`src/rtl/sinsmed_pkg.sv`:
```
// Shared constants and types for the sorted-insert median block.
// No dependencies; imported by the cell, the top level and the checker.
package sinsmed_pkg;

  localparam int DEPTH_DEF        = 8;
  localparam int SAMPLE_WIDTH_DEF = 16;

  // Fixed field widths on the stream ports
  localparam int SAMPLE_FW = 16;
  localparam int COUNT_FW  = 4;
  localparam int MEDIAN_FW = 16;
  localparam int IN_DW     = 16;
  localparam int OUT_DW    = 24;

  // tuser op codes
  localparam logic OP_ADD   = 1'b0;
  localparam logic OP_CLEAR = 1'b1;

  // Control broadcast from the top level to every cell
  typedef struct packed {
    logic load;   // word accepted this cycle
    logic clear;  // accepted word is a clear
  } cell_ctrl_t;

endpackage

```
`src/rtl/sorted_insert_median.sv`:
```
// Sorted-insert median: a row of DEPTH compare-and-shift cells keeps the store in order.
// The result word of an accepted input word is in the output register in the next cycle.
// Throughput: 1 word per cycle if not stalled; every cell compares against the broadcast
// sample at once. The output register lets a new word in while the previous result is taken.
// Reset (rst_n low, synchronous): all entries set to the maximum value, count zero, no result.
// Depends on sinsmed_pkg and sinsmed_cell.
module sorted_insert_median #(
  parameter int DEPTH        = sinsmed_pkg::DEPTH_DEF,
  parameter int SAMPLE_WIDTH = sinsmed_pkg::SAMPLE_WIDTH_DEF
) (
  input  logic                          clk,
  input  logic                          rst_n,
  input  logic                          in_tvalid,
  output logic                          in_tready,
  input  logic [sinsmed_pkg::IN_DW-1:0] in_tdata,   // [15:0] sample
  input  logic                          in_tuser,   // [0] op
  output logic                          out_tvalid,
  input  logic                          out_tready,
  output logic [sinsmed_pkg::OUT_DW-1:0] out_tdata  // [3:0] fill_count, [19:4] median
);
  import sinsmed_pkg::*;

  localparam int CW  = $clog2(DEPTH + 1);
  localparam int MID = DEPTH / 2;

  cell_ctrl_t              ctrl;
  logic [SAMPLE_WIDTH-1:0] sample;
  logic [DEPTH-1:0]        gt;
  logic [SAMPLE_WIDTH-1:0] entry     [DEPTH];
  logic [SAMPLE_WIDTH-1:0] entry_nxt [DEPTH];

  logic [CW-1:0]        cnt_r, cnt_nxt;
  logic                 out_valid_r;
  logic [COUNT_FW-1:0]  out_cnt_r;
  logic [MEDIAN_FW-1:0] out_med_r;

  assign in_tready  = !out_valid_r || out_tready;
  assign ctrl.load  = in_tvalid && in_tready;
  assign ctrl.clear = ctrl.load && (in_tuser == OP_CLEAR);
  assign sample     = SAMPLE_WIDTH'(in_tdata[SAMPLE_FW-1:0]);

  for (genvar k = 0; k < DEPTH; k++) begin : g_cell
    logic                    lgt;
    logic [SAMPLE_WIDTH-1:0] lent;
    if (k == 0) begin : g_head
      assign lgt  = 1'b0;
      assign lent = sample;
    end else begin : g_body
      assign lgt  = gt[k-1];
      assign lent = entry[k-1];
    end
    sinsmed_cell #(.SAMPLE_WIDTH(SAMPLE_WIDTH)) u_cell (
      .clk        (clk),
      .rst_n      (rst_n),
      .ctrl       (ctrl),
      .sample     (sample),
      .left_gt    (lgt),
      .left_entry (lent),
      .gt         (gt[k]),
      .entry      (entry[k]),
      .entry_nxt  (entry_nxt[k])
    );
  end

  // Count saturates at DEPTH; discarded samples still advance it.
  always_comb begin
    cnt_nxt = cnt_r;
    if (ctrl.clear) begin
      cnt_nxt = '0;
    end else if (ctrl.load && (cnt_r < CW'(DEPTH))) begin
      cnt_nxt = cnt_r + CW'(1);
    end
  end

  always_ff @(posedge clk) begin
    if (!rst_n) begin
      cnt_r       <= '0;
      out_valid_r <= 1'b0;
    end else begin
      cnt_r <= cnt_nxt;
      if (ctrl.load) begin
        out_valid_r <= 1'b1;
      end else if (out_tready) begin
        out_valid_r <= 1'b0;
      end
    end
  end

  always_ff @(posedge clk) begin
    if (ctrl.load) begin
      out_cnt_r <= COUNT_FW'(cnt_nxt);
      out_med_r <= MEDIAN_FW'(entry_nxt[MID]);
    end
  end

  assign out_tvalid = out_valid_r;
  assign out_tdata  = {(OUT_DW - COUNT_FW - MEDIAN_FW)'(0), out_med_r, out_cnt_r};

endmodule

```
`src/rtl/sinsmed_cell.sv`:
```
// One compare-and-shift cell of the sorted store: holds a single entry.
// Depends on sinsmed_pkg for the control struct.
module sinsmed_cell #(
  parameter int SAMPLE_WIDTH = sinsmed_pkg::SAMPLE_WIDTH_DEF
) (
  input  logic                    clk,
  input  logic                    rst_n,
  input  sinsmed_pkg::cell_ctrl_t ctrl,
  input  logic [SAMPLE_WIDTH-1:0] sample,
  input  logic                    left_gt,
  input  logic [SAMPLE_WIDTH-1:0] left_entry,
  output logic                    gt,
  output logic [SAMPLE_WIDTH-1:0] entry,
  output logic [SAMPLE_WIDTH-1:0] entry_nxt
);
  import sinsmed_pkg::*;

  logic [SAMPLE_WIDTH-1:0] entry_r;

  assign gt    = sample < entry_r;
  assign entry = entry_r;

  // Take the left neighbor's entry when the insert point is further left,
  // take the sample if it is here, otherwise hold; a clear loads all ones.
  always_comb begin
    entry_nxt = entry_r;
    if (ctrl.clear) begin
      entry_nxt = '1;
    end else if (ctrl.load && gt) begin
      entry_nxt = left_gt ? left_entry : sample;
    end
  end

  always_ff @(posedge clk) begin
    if (!rst_n) begin
      entry_r <= '1;
    end else if (ctrl.load) begin
      entry_r <= entry_nxt;
    end
  end

endmodule

```
`config.mk`:
```
export PLATFORM = sky130hd
export DESIGN_NAME = sorted_insert_median
export DESIGN_NICKNAME = d
export VERILOG_FILES = /design/src/rtl/sinsmed_pkg.sv /design/src/rtl/sorted_insert_median.sv /design/src/rtl/sinsmed_cell.sv
export SDC_FILE = /design/constraint.sdc
export NUM_CORES = 1
export LEC_CHECK = 0
export BUFFER_PORTS_ARGS = -buffer_cell sky130_fd_sc_hd__buf_2
export CAP_MARGIN = 20
export CORE_MARGIN = 2
export CORE_UTILIZATION = 36
export CTS_CLUSTER_DIAMETER = 40
export DETAILED_ROUTE_END_ITERATION = 16
export PLACE_DENSITY = 0.64
export REMOVE_ABC_BUFFERS = 1
export SLEW_MARGIN = 20
export SYNTH_ARGS = -nofsm -noshare
export SYNTH_HDL_FRONTEND = slang
export SYNTH_HIERARCHICAL = 1
export SYNTH_SLANG_ARGS = --single-unit
```
`constraint.sdc`:
```
create_clock -name clk -period 3.4 [get_ports clk]
set_input_delay 0.68 -clock clk [delete_from_list [all_inputs] [get_ports clk]]
set_output_delay 0.68 -clock clk [all_outputs]
set_load 0.05 [all_outputs]
```
==> run_results.csv, run 1 <==
group,metric,value,unit
route,route.vias.total,4955,
critical_path,slowest_stage,"nor3_4",
clocking,cts_buffer_depth,2,
clocking,worstSkewPairLatency,0.35,ns
critical_path,startpoint_type,"input pin",
global_routing,grt_pass1_wl,24.8,mm
clocking,cts_tree,"yes",
critical_path,critPathRequiredTime,3.68,ns
power_and_ir_drop,ir_worst_vdd,0.225,mV
floorplan,num_rows,50,
final_layout,nNetsFinal,794,
critical_path,cp_cell_sequence,"buf_2 -> ha_1 -> and4_1 -> a21oi_1 -> nand3_1 -> nor3_4 -> a2bb2oi_4 -> a2bb2oi_1",
clocking,cts_setup_buffers,0,
critical_path,max_stage_delay,0.87,ns
clocking,post_cts_resized,0,
route,routedWlPerCell,15.0,um
clocking,cts_root_buffer,"clkbuf_16",
global_routing,gr-total-overflow,0,
timing,fmaxAchievable,335,MHz
floorplan,coreArea,0.0188,mm2
global_routing,grt_max_degree,33,
flow_run,maxCapViolations,0,
logic_synthesis,netlist_area,0.00696,mm2
clocking,cts-htree-levels,3,
timing,rsz0062_at_grt,"no",
logic_synthesis,syn_avg_cell_area,10.7,um2
floorplan,die_h,143,um
route,wirelength,14.5,mm
power_and_ir_drop,p_leak,4.23,nW
global_routing,grtUsageTotal,15.1,%
clocking,cts_hold_buf,0,
run_status,status,"complete, no violations",
timing,setup_viol,0,
placement,dpl.hpwl,11.3,mm
global_routing,grt_pass1_vias,4863,
route,drt_iter0_drc,236,
clocking,clk_pin_slew,0.07,ns
timing,setup_slack,0.411,ns
timing,period_needed,2.99,ns
timing,finClkSkew,0.00465,ns
final_layout,drive_gt1_share,18.1,%
critical_path,endpoint_kind,"flip-flop",
timing,finalHoldViolations,0,
clocking,cts_made_buffers,9,
route,routed_via_density,5.15,
logic_synthesis,synth_cells,652,
power_and_ir_drop,power_density,371,mW/mm2
critical_path,path_class,"in2reg",
clocking,cts_sinks,105,
route,drc,0,
floorplan,dieArea,0.0205,mm2
timing,min_period_over_period,87.9,%
route,ant_nets,0,
logic_synthesis,synth_warnings,6,
route,dr.pass1.iters,4,
floorplan,start_util,37.0,%
placement,dpl_worst_slack,0.0628,ns
timing,max-slew-margin-rel,25.1,%
min_path,hp-class,"reg2reg",
final_layout,nFillCells,1830,
timing,finalMaxSlewViolations,0,
floorplan,io_pins,47,
placement,portBuffers,42,
timing,worst_pin_slew,1.12,ns
placement,place_congestion,0.769,
critical_path,crit_arrival,3.26,ns
final_layout,area_delta_synth_final,11.9,%
floorplan,die_w,143,um
timing,setup_tns,0,ns
global_routing,antenna_found_initial,0,
critical_path,crit_fanout,17,
[where the power goes]
part / switching, mW / internal (mW) / total [mW]
sequential: 0.0290 / 1.30 / 1.33
combinational: 0.294 / 0.221 / 0.515
clock: 0.460 / 0.580 / 1.04
[worst paths after layout]
check,startpoint,to,slack (ns),depth (start not counted)
setup / recovery,in_tdata[15],g_cell[1].u_cell/entry[14]$_SDFFE_PN1P_,0.41,8
hold / removal,g_cell[2].u_cell/entry[10]$_SDFFE_PN1P_,g_cell[2].u_cell/entry[10]$_SDFFE_PN1P_,0.51,1
hold reg to reg,g_cell[2].u_cell/entry[10]$_SDFFE_PN1P_,g_cell[2].u_cell/entry[10]$_SDFFE_PN1P_,0.51,1
setup reg to reg,g_cell[1].u_cell/entry[15]$_SDFFE_PN1P_,g_cell[1].u_cell/entry[14]$_SDFFE_PN1P_,0.50,8
[cell usage in the layout, fill, tap and decap left out, types with 2 or more instances in the layout]
master / count
clkinv_1: 5
a31oi_1: 22
o21ai_0: 5
ha_1: 76
edfxtp_1: 20
nor3_4: 6
o21a_1: 2
clkbuf_8: 2
nand3_1: 16
buf_4: 22
buf_2: 42
nand4_2: 5
a22o_1: 2
mux2i_1: 80
nor3_1: 22
nor4_4: 10
a21oi_1: 15
nand4_1: 10
clkbuf_16: 10
nand2_1: 10
clkbuf_1: 2
clkinv_2: 2
conb_1: 5
and4_1: 10
a2bb2oi_2: 10
nand2b_1: 6
dfxtp_1: 85
a2111oi_4: 5
and2_1: 6
a2bb2oi_1: 75
a32o_1: 2
nor2b_1: 2
inv_1: 81
a2bb2oi_4: 5
a21o_1: 10
[sequential cells by signal, summed over array words and instances (netlist names)]
signal               flops
out_tvalid               1
g_cell.u_cell/entry     80
cnt_r                    4
out_med_r               16
out_cnt_r                4
[area by class of cell]
class                      count  area [um2]  area share (%)
clock buffer                  14         285            3.66
tap                          260         325            4.18
antenna                        1        2.50          0.0321
clock inverter                 2        10.0           0.128
inverter                      87         327            4.19
sequential                   105        2300            29.6
multi-input combinational    430        4160            53.4
timing repair buffer          64         375            4.82
[stage by stage]
stage / cells / area [um2] / utilization, % / hold WS (ns) / power [mW]
CTS: 962 / 7790 / 41.4 / 0.508 / 2.93
finish: 963 / 7790 / 41.4 / 0.505 / 2.89
floorplan: 622 / 6790 / - / 0.482 / 1.73
global route: 962 / 7790 / 41.4 / 0.522 / 3.04
global placement: 946 / 7490 / 39.8 / 0.494 / 1.87
detailed placement: 946 / 7490 / 39.8 / 0.496 / 1.88
[critical path: cells and delay by family]
family	cells	cell delay [ns]
and+or+nand+nor	3	1.28
AOI/OAI and AO/OA	3	0.82
adders and majority gates	1	0.33
buffers and inverters	1	0.15
[per-layer routing]
layer / track usage, % / up-vias / wire, um
met3: 2.85 / 17 / 338
met1: 20.0 / 2349 / 7190
li1: - / 2543 / -
met4: 4.69 / 0 / 204
met5: 0 / - / 0
met2: 24.7 / 46 / 6750
No activity file was read; power rests on OpenSTA's default activity.
==> run 2, diff against run 1 <==
--- a/config.mk
+++ b/config.mk
@@ -8,10 +8,10 @@
 export BUFFER_PORTS_ARGS = -buffer_cell sky130_fd_sc_hd__buf_2
 export CAP_MARGIN = 20
 export CORE_MARGIN = 2
-export CORE_UTILIZATION = 36
+export CORE_UTILIZATION = 55
 export CTS_CLUSTER_DIAMETER = 40
 export DETAILED_ROUTE_END_ITERATION = 16
-export PLACE_DENSITY = 0.64
+export PLACE_DENSITY = 0.86
 export REMOVE_ABC_BUFFERS = 1
 export SLEW_MARGIN = 20
 export SYNTH_ARGS = -nofsm -noshare
==> run 2 against run 1 <==
  * Global-route usage rose by 8.0 points
  * Worst setup slack got worse by 0.0066 ns
  * Count of clock-buffer cells in the layout fell by 4
  * Sequential power barely moved
  * Routed wire length rose by 1.2%
  * Clock power barely moved
  * Total power barely moved
  * Clock skew rose by 0.0040 ns
==> run_results.csv, run 2 (synthesis results as in run 1) <==
group,metric,value,unit
run_status,status,"complete, no violations",
timing,period_needed,3.00,ns
route,routed_via_density,5.87,
global_routing,grt_pass1_wl,24.8,mm
global_routing,antenna_found_initial,0,
placement,dpl_worst_slack,0.0466,ns
power_and_ir_drop,power_density,382,mW/mm2
power_and_ir_drop,p_clk_share,36.1,%
route,route.vias.total,5052,
clocking,clk_pin_slew,0.07,ns
timing,worst_pin_slew,1.03,ns
route,drc,0,
global_routing,grt_max_degree,33,
global_routing,grtUsageTotal,23.1,%
final_layout,antenna_cells,0,
final_layout,layout_common_cells,"dfxtp_1 (85), inv_1 (81), mux2i_1 (80), ha_1 (76), a2bb2oi_1 (75)",
route,routedWlPerCell,17.0,um
floorplan,dieArea,0.0136,mm2
critical_path,crit_arrival,3.08,ns
critical_path,critPathRequiredTime,3.49,ns
timing,rsz0062_at_grt,"no",
floorplan,io_pins,47,
route,dr.pass1.iters,4,
clocking,cts-htree-levels,3,
placement,portBuffers,42,
clocking,cts_setup_buffers,0,
floorplan,start_util,55.8,%
min_path,hold_depth,1,
timing,fmaxAchievable,334,MHz
critical_path,crit_fanout,17,
power_and_ir_drop,pwr-share-comb,17.7,%
placement,dpl.hpwl,11.2,mm
critical_path,path_class,"in2reg",
timing,finalMaxSlewViolations,0,
clocking,cts_sinks,105,
final_layout,drive_gt1_share,16.6,%
clocking,cts_buffer_depth,2,
global_routing,grt_pass1_vias,5175,
flow_run,maxCapViolations,0,
timing,setup_slack,0.405,ns
critical_path,worstRegToRegCells,8,
floorplan,num_rows,41,
floorplan,die_w,116,um
clocking,cts_hold_buf,0,
timing,setup_viol,0,
clocking,post_cts_resized,0,
timing,min_period_over_period,88.1,%
power_and_ir_drop,p_sw,0.798,mW
critical_path,endpoint_kind,"flip-flop",
power_and_ir_drop,intPower,2.09,mW
floorplan,die_h,116,um
timing,finalHoldViolations,0,
clocking,cts_made_buffers,9,
final_layout,final_common_cell,"dfxtp_1",
min_path,hp-class,"reg2reg",
route,wirelength,14.7,mm
power_and_ir_drop,p_leak,4.15,nW
final_layout,area_delta_synth_final,8.72,%
final_layout,largest_register_ffs,80,
power_and_ir_drop,power_frac_seq,46.2,%
placement,place_congestion,0.841,
route,drt_iter0_drc,206,
timing,max-slew-margin-rel,31.4,%
final_layout,nFillCells,1046,
power_and_ir_drop,p_sw_share,27.6,%
floorplan,coreArea,0.0125,mm2
power_and_ir_drop,ir_worst_vdd,0.364,mV
clocking,cts_root_buffer,"clkbuf_16",
timing,finClkSkew,0.00866,ns
route,ant_nets,0,
final_layout,nNetsFinal,780,
timing,setup_tns,0,ns
clocking,worstSkewPairLatency,0.35,ns
global_routing,gr-total-overflow,0,
critical_path,startpoint_type,"input pin",
clocking,cts_tree,"yes",
-- run 2: worst paths after layout --
path	from	end	slack, ns
worst max-delay path	in_tdata[15]	out_med_r[3]$_DFFE_PP_	0.40
worst min-delay path	g_cell[0].u_cell/entry[0]$_SDFFE_PN1P_	g_cell[0].u_cell/entry[0]$_SDFFE_PN1P_	0.51
worst max register to register	g_cell[1].u_cell/entry[15]$_SDFFE_PN1P_	g_cell[1].u_cell/entry[11]$_SDFFE_PN1P_	0.53
worst min register to register	g_cell[0].u_cell/entry[0]$_SDFFE_PN1P_	g_cell[0].u_cell/entry[0]$_SDFFE_PN1P_	0.51
-- run 2: cell type report --
type	count	area (um2)	share of cell area [%]
clock buffers	10	229	3.03
multi-input cells	430	4160	54.9
clock inverters	6	67.6	0.893
well taps	172	215	2.84
repair buffers	50	270	3.57
inverters	87	327	4.32
flip-flops and latches	105	2300	30.4
-- run 2: metal layers --
layer | up-vias | wire length (um) | GRT usage [%]
li1 | 2519 | - | -
met1 | 2410 | 6310 | 26.8
met2 | 101 | 7590 | 42.9
met3 | 22 | 477 | 3.89
met4 | 0 | 280 | 7.70
met5 | - | 0 | 0
-- run 2: power by group through the flow --
| stage | Sequential, mW | Clock (mW) | Combinational, mW |
|---|---|---|---|
| 6_report | 1.33 | 1.04 | 0.513 |
| 5_1_grt | 1.34 | 1.11 | 0.558 |
| 4_1_cts | 1.33 | 1.06 | 0.512 |
| 3_5_place_dp | 1.36 | 0 | 0.505 |
| 3_3_place_gp | 1.36 | 0 | 0.479 |
| 2_1_floorplan | 1.37 | 0 | 0.359 |
-- run 2: per-stage QoR --
step	cell area (um2)	util (%)	hold WS, ns	std cells	power [mW]
finish	7570	60.7	0.509	860	2.89
global route	7570	60.7	0.514	860	3.00
CTS	7570	60.7	0.509	860	2.91
detailed placement	7270	58.3	0.496	844	1.87
global placement	7270	58.3	0.493	844	1.84
floorplan	6790	-	0.482	622	1.73
-- run 2: worst max-delay path, cell delays in order --
cell	delay [ns]
buf_2	0.15
buf_4	0.17
ha_1	0.31
and4_1	0.29
nand4_2	0.19
nor4_4	0.49
nor3_4	0.07
buf_4	0.25
mux2i_1	0.32
a31oi_1	0.15
==> run 3, diff against run 2 <==
--- a/config.mk
+++ b/config.mk
@@ -8,10 +8,10 @@
 export BUFFER_PORTS_ARGS = -buffer_cell sky130_fd_sc_hd__buf_2
 export CAP_MARGIN = 20
 export CORE_MARGIN = 2
-export CORE_UTILIZATION = 55
+export CORE_UTILIZATION = 42
 export CTS_CLUSTER_DIAMETER = 40
 export DETAILED_ROUTE_END_ITERATION = 16
-export PLACE_DENSITY = 0.86
+export PLACE_DENSITY = 0.71
 export REMOVE_ABC_BUFFERS = 1
 export SLEW_MARGIN = 20
 export SYNTH_ARGS = -nofsm -noshare
==> run 3 against run 2 <==
  * Via count is 0.26% higher
  * Combinational power is 4% higher
  * First-iteration DRC count is 52% higher
  * Worst setup slack worse by 0.042 ns
  * Clock power is 12% higher
  * Routed wire length is 0.90% lower
  * Sequential power hardly changed
  * Clock skew is 0.00079 ns lower
  * Register-to-register slack worse by 0.02 ns
  * Total power is 4.8% higher
  * Global-route usage is 5.8 points lower
==> run_results.csv, run 3 (synthesis results as in run 1) <==
group,metric,value,unit
final_layout,final_common_cell,"dfxtp_1",
floorplan,io_pins,47,
final_layout,nNetsFinal,806,
timing,timing.hold.ws,0.505,ns
floorplan,dieArea,0.0176,mm2
power_and_ir_drop,p_sw,0.803,mW
floorplan,start_util,42.4,%
clocking,worstSkewPairLatency,0.36,ns
critical_path,crit_fanout,17,
timing,min_period_over_period,89.3,%
timing,finClkSkew,0.00786,ns
critical_path,cp_num_buf_inv,2,
clocking,cts_hold_buf,0,
clocking,cts_tree,"yes",
placement,place_congestion,0.778,
critical_path,cp_cell_sequence,"buf_2 -> buf_4 -> ha_1 -> and4_1 -> o21ai_0 -> nor4_4 -> nor3_4 -> a2bb2oi_4 -> a2bb2oi_1",
clocking,cts_sinks,105,
floorplan,num_rows,47,
route,drt_iter0_drc,313,
clocking,clk_pin_slew,0.07,ns
route,dr.pass1.iters,5,
power_and_ir_drop,ir_worst_vdd,0.281,mV
global_routing,gr-total-overflow,0,
power_and_ir_drop,power_frac_seq,44.0,%
power_and_ir_drop,p_sw_share,26.5,%
timing,finalHoldViolations,0,
final_layout,drive_gt1_share,19.6,%
power_and_ir_drop,intPower,2.23,mW
route,routed_via_density,5.42,
global_routing,grtUsageTotal,17.3,%
timing,period_needed,3.04,ns
critical_path,path_class,"in2reg",
timing,finalMaxSlewViolations,0,
timing,setup_viol,0,
final_layout,fin_util,48.1,%
route,wirelength,14.5,mm
critical_path,max_stage_delay,0.88,ns
placement,dpl_worst_slack,-0.0348,ns
route,route.vias.total,5065,
global_routing,antenna_found_initial,0,
route,ant_nets,0,
clocking,cts-htree-levels,3,
route,drc,0,
critical_path,cp_top_family,"simple AND/OR/NAND/NOR gates",
final_layout,antenna_cells,0,
final_layout,finalNonFillerCells,934,
clocking,cts_root_buffer,"clkbuf_16",
placement,dpl.hpwl,11.0,mm
global_routing,grt_pass1_vias,4891,
critical_path,startpoint_type,"input pin",
global_routing,grt_pass1_wl,24.6,mm
final_layout,layout_common_cells,"dfxtp_1 (85), inv_1 (81), mux2i_1 (80), ha_1 (76), a2bb2oi_1 (75)",
critical_path,slowest_stage,"nor3_4",
critical_path,crit_arrival,3.33,ns
flow_run,maxCapViolations,0,
timing,rsz0062_at_grt,"no",
floorplan,die_h,133,um
power_and_ir_drop,power_density,384,mW/mm2
timing,worst_pin_slew,1.08,ns
min_path,hp-class,"reg2reg",
timing,setup_slack,0.363,ns
power_and_ir_drop,pwr-share-comb,17.5,%
placement,portBuffers,42,
clocking,cts_buffer_depth,2,
floorplan,coreArea,0.0164,mm2
clocking,cts_setup_buffers,0,
critical_path,critPathRequiredTime,3.69,ns
route,routedWlPerCell,15.5,um
floorplan,die_w,133,um
final_layout,area_delta_synth_final,13.3,%
critical_path,endpoint_kind,"flip-flop",
placement,dp_cells,917,
final_layout,largest_register_ffs,80,
power_and_ir_drop,p_leak,4.32,nW
clocking,cts_made_buffers,9,
run_status,status,"complete, no violations",
timing,fmaxAchievable,329,MHz
clocking,post_cts_resized,0,
power_and_ir_drop,p_clk_share,38.5,%
global_routing,grt_max_degree,30,
timing,max-slew-margin-rel,28.0,%
## run 3: cell types whose count changed in the layout (fill, tap and decap cells not counted), sizes merged
cell | previous run | this run
clkinvlp | 2 | 0
bufinv | 1 | 2
clkbuf | 10 | 11
buf | 50 | 76
## run 3: final timing paths
path                                                 from                                       to  slack [ns]  depth (start not counted)
hold / removal    g_cell[4].u_cell/entry[12]$_SDFFE_PN1P_  g_cell[4].u_cell/entry[12]$_SDFFE_PN1P_        0.50                          1
hold reg to reg   g_cell[4].u_cell/entry[12]$_SDFFE_PN1P_  g_cell[4].u_cell/entry[12]$_SDFFE_PN1P_        0.50                          1
setup reg to reg  g_cell[2].u_cell/entry[15]$_SDFFE_PN1P_  g_cell[2].u_cell/entry[14]$_SDFFE_PN1P_        0.51                          8
setup / recovery                              in_tdata[7]   g_cell[1].u_cell/entry[0]$_SDFFE_PN1P_        0.36                          9
## run 3: final cells by class
type	count	area [um2]
clock buffer	11	254
clock inverter	5	76.3
fill	1481	8520
inverter	87	327
multi-input combinational	430	4160
sequential	105	2300
tap	220	275
timing repair buffer	76	498
## run 3: metrics by stage
step	total power, mW	instance area [um2]	TNS [ns]
6_report	3.03	7890	0
3_3_place_gp	1.88	7530	0
3_5_place_dp	1.89	7530	-0.254
5_1_grt	3.16	7890	0
4_1_cts	3.06	7860	0
2_1_floorplan	1.73	6790	0
## run 3: per-layer routing
layer	global-route usage [%]	up-vias	part of all wire [%]
li1	-	2568	-
met1	22.6	2394	49
met2	28.7	89	46
met3	4.02	14	3.4
met4	4.60	0	1.5
met5	0	-	0
## run 3: power groups by stage
stage	combinational, mW	clock, mW	sequential [mW]
after floorplan	0.359	0	1.37
after global placement	0.519	0	1.36
after detailed placement	0.529	0	1.36
after CTS	0.533	1.19	1.33
after global routing	0.583	1.24	1.34
final	0.531	1.16	1.33
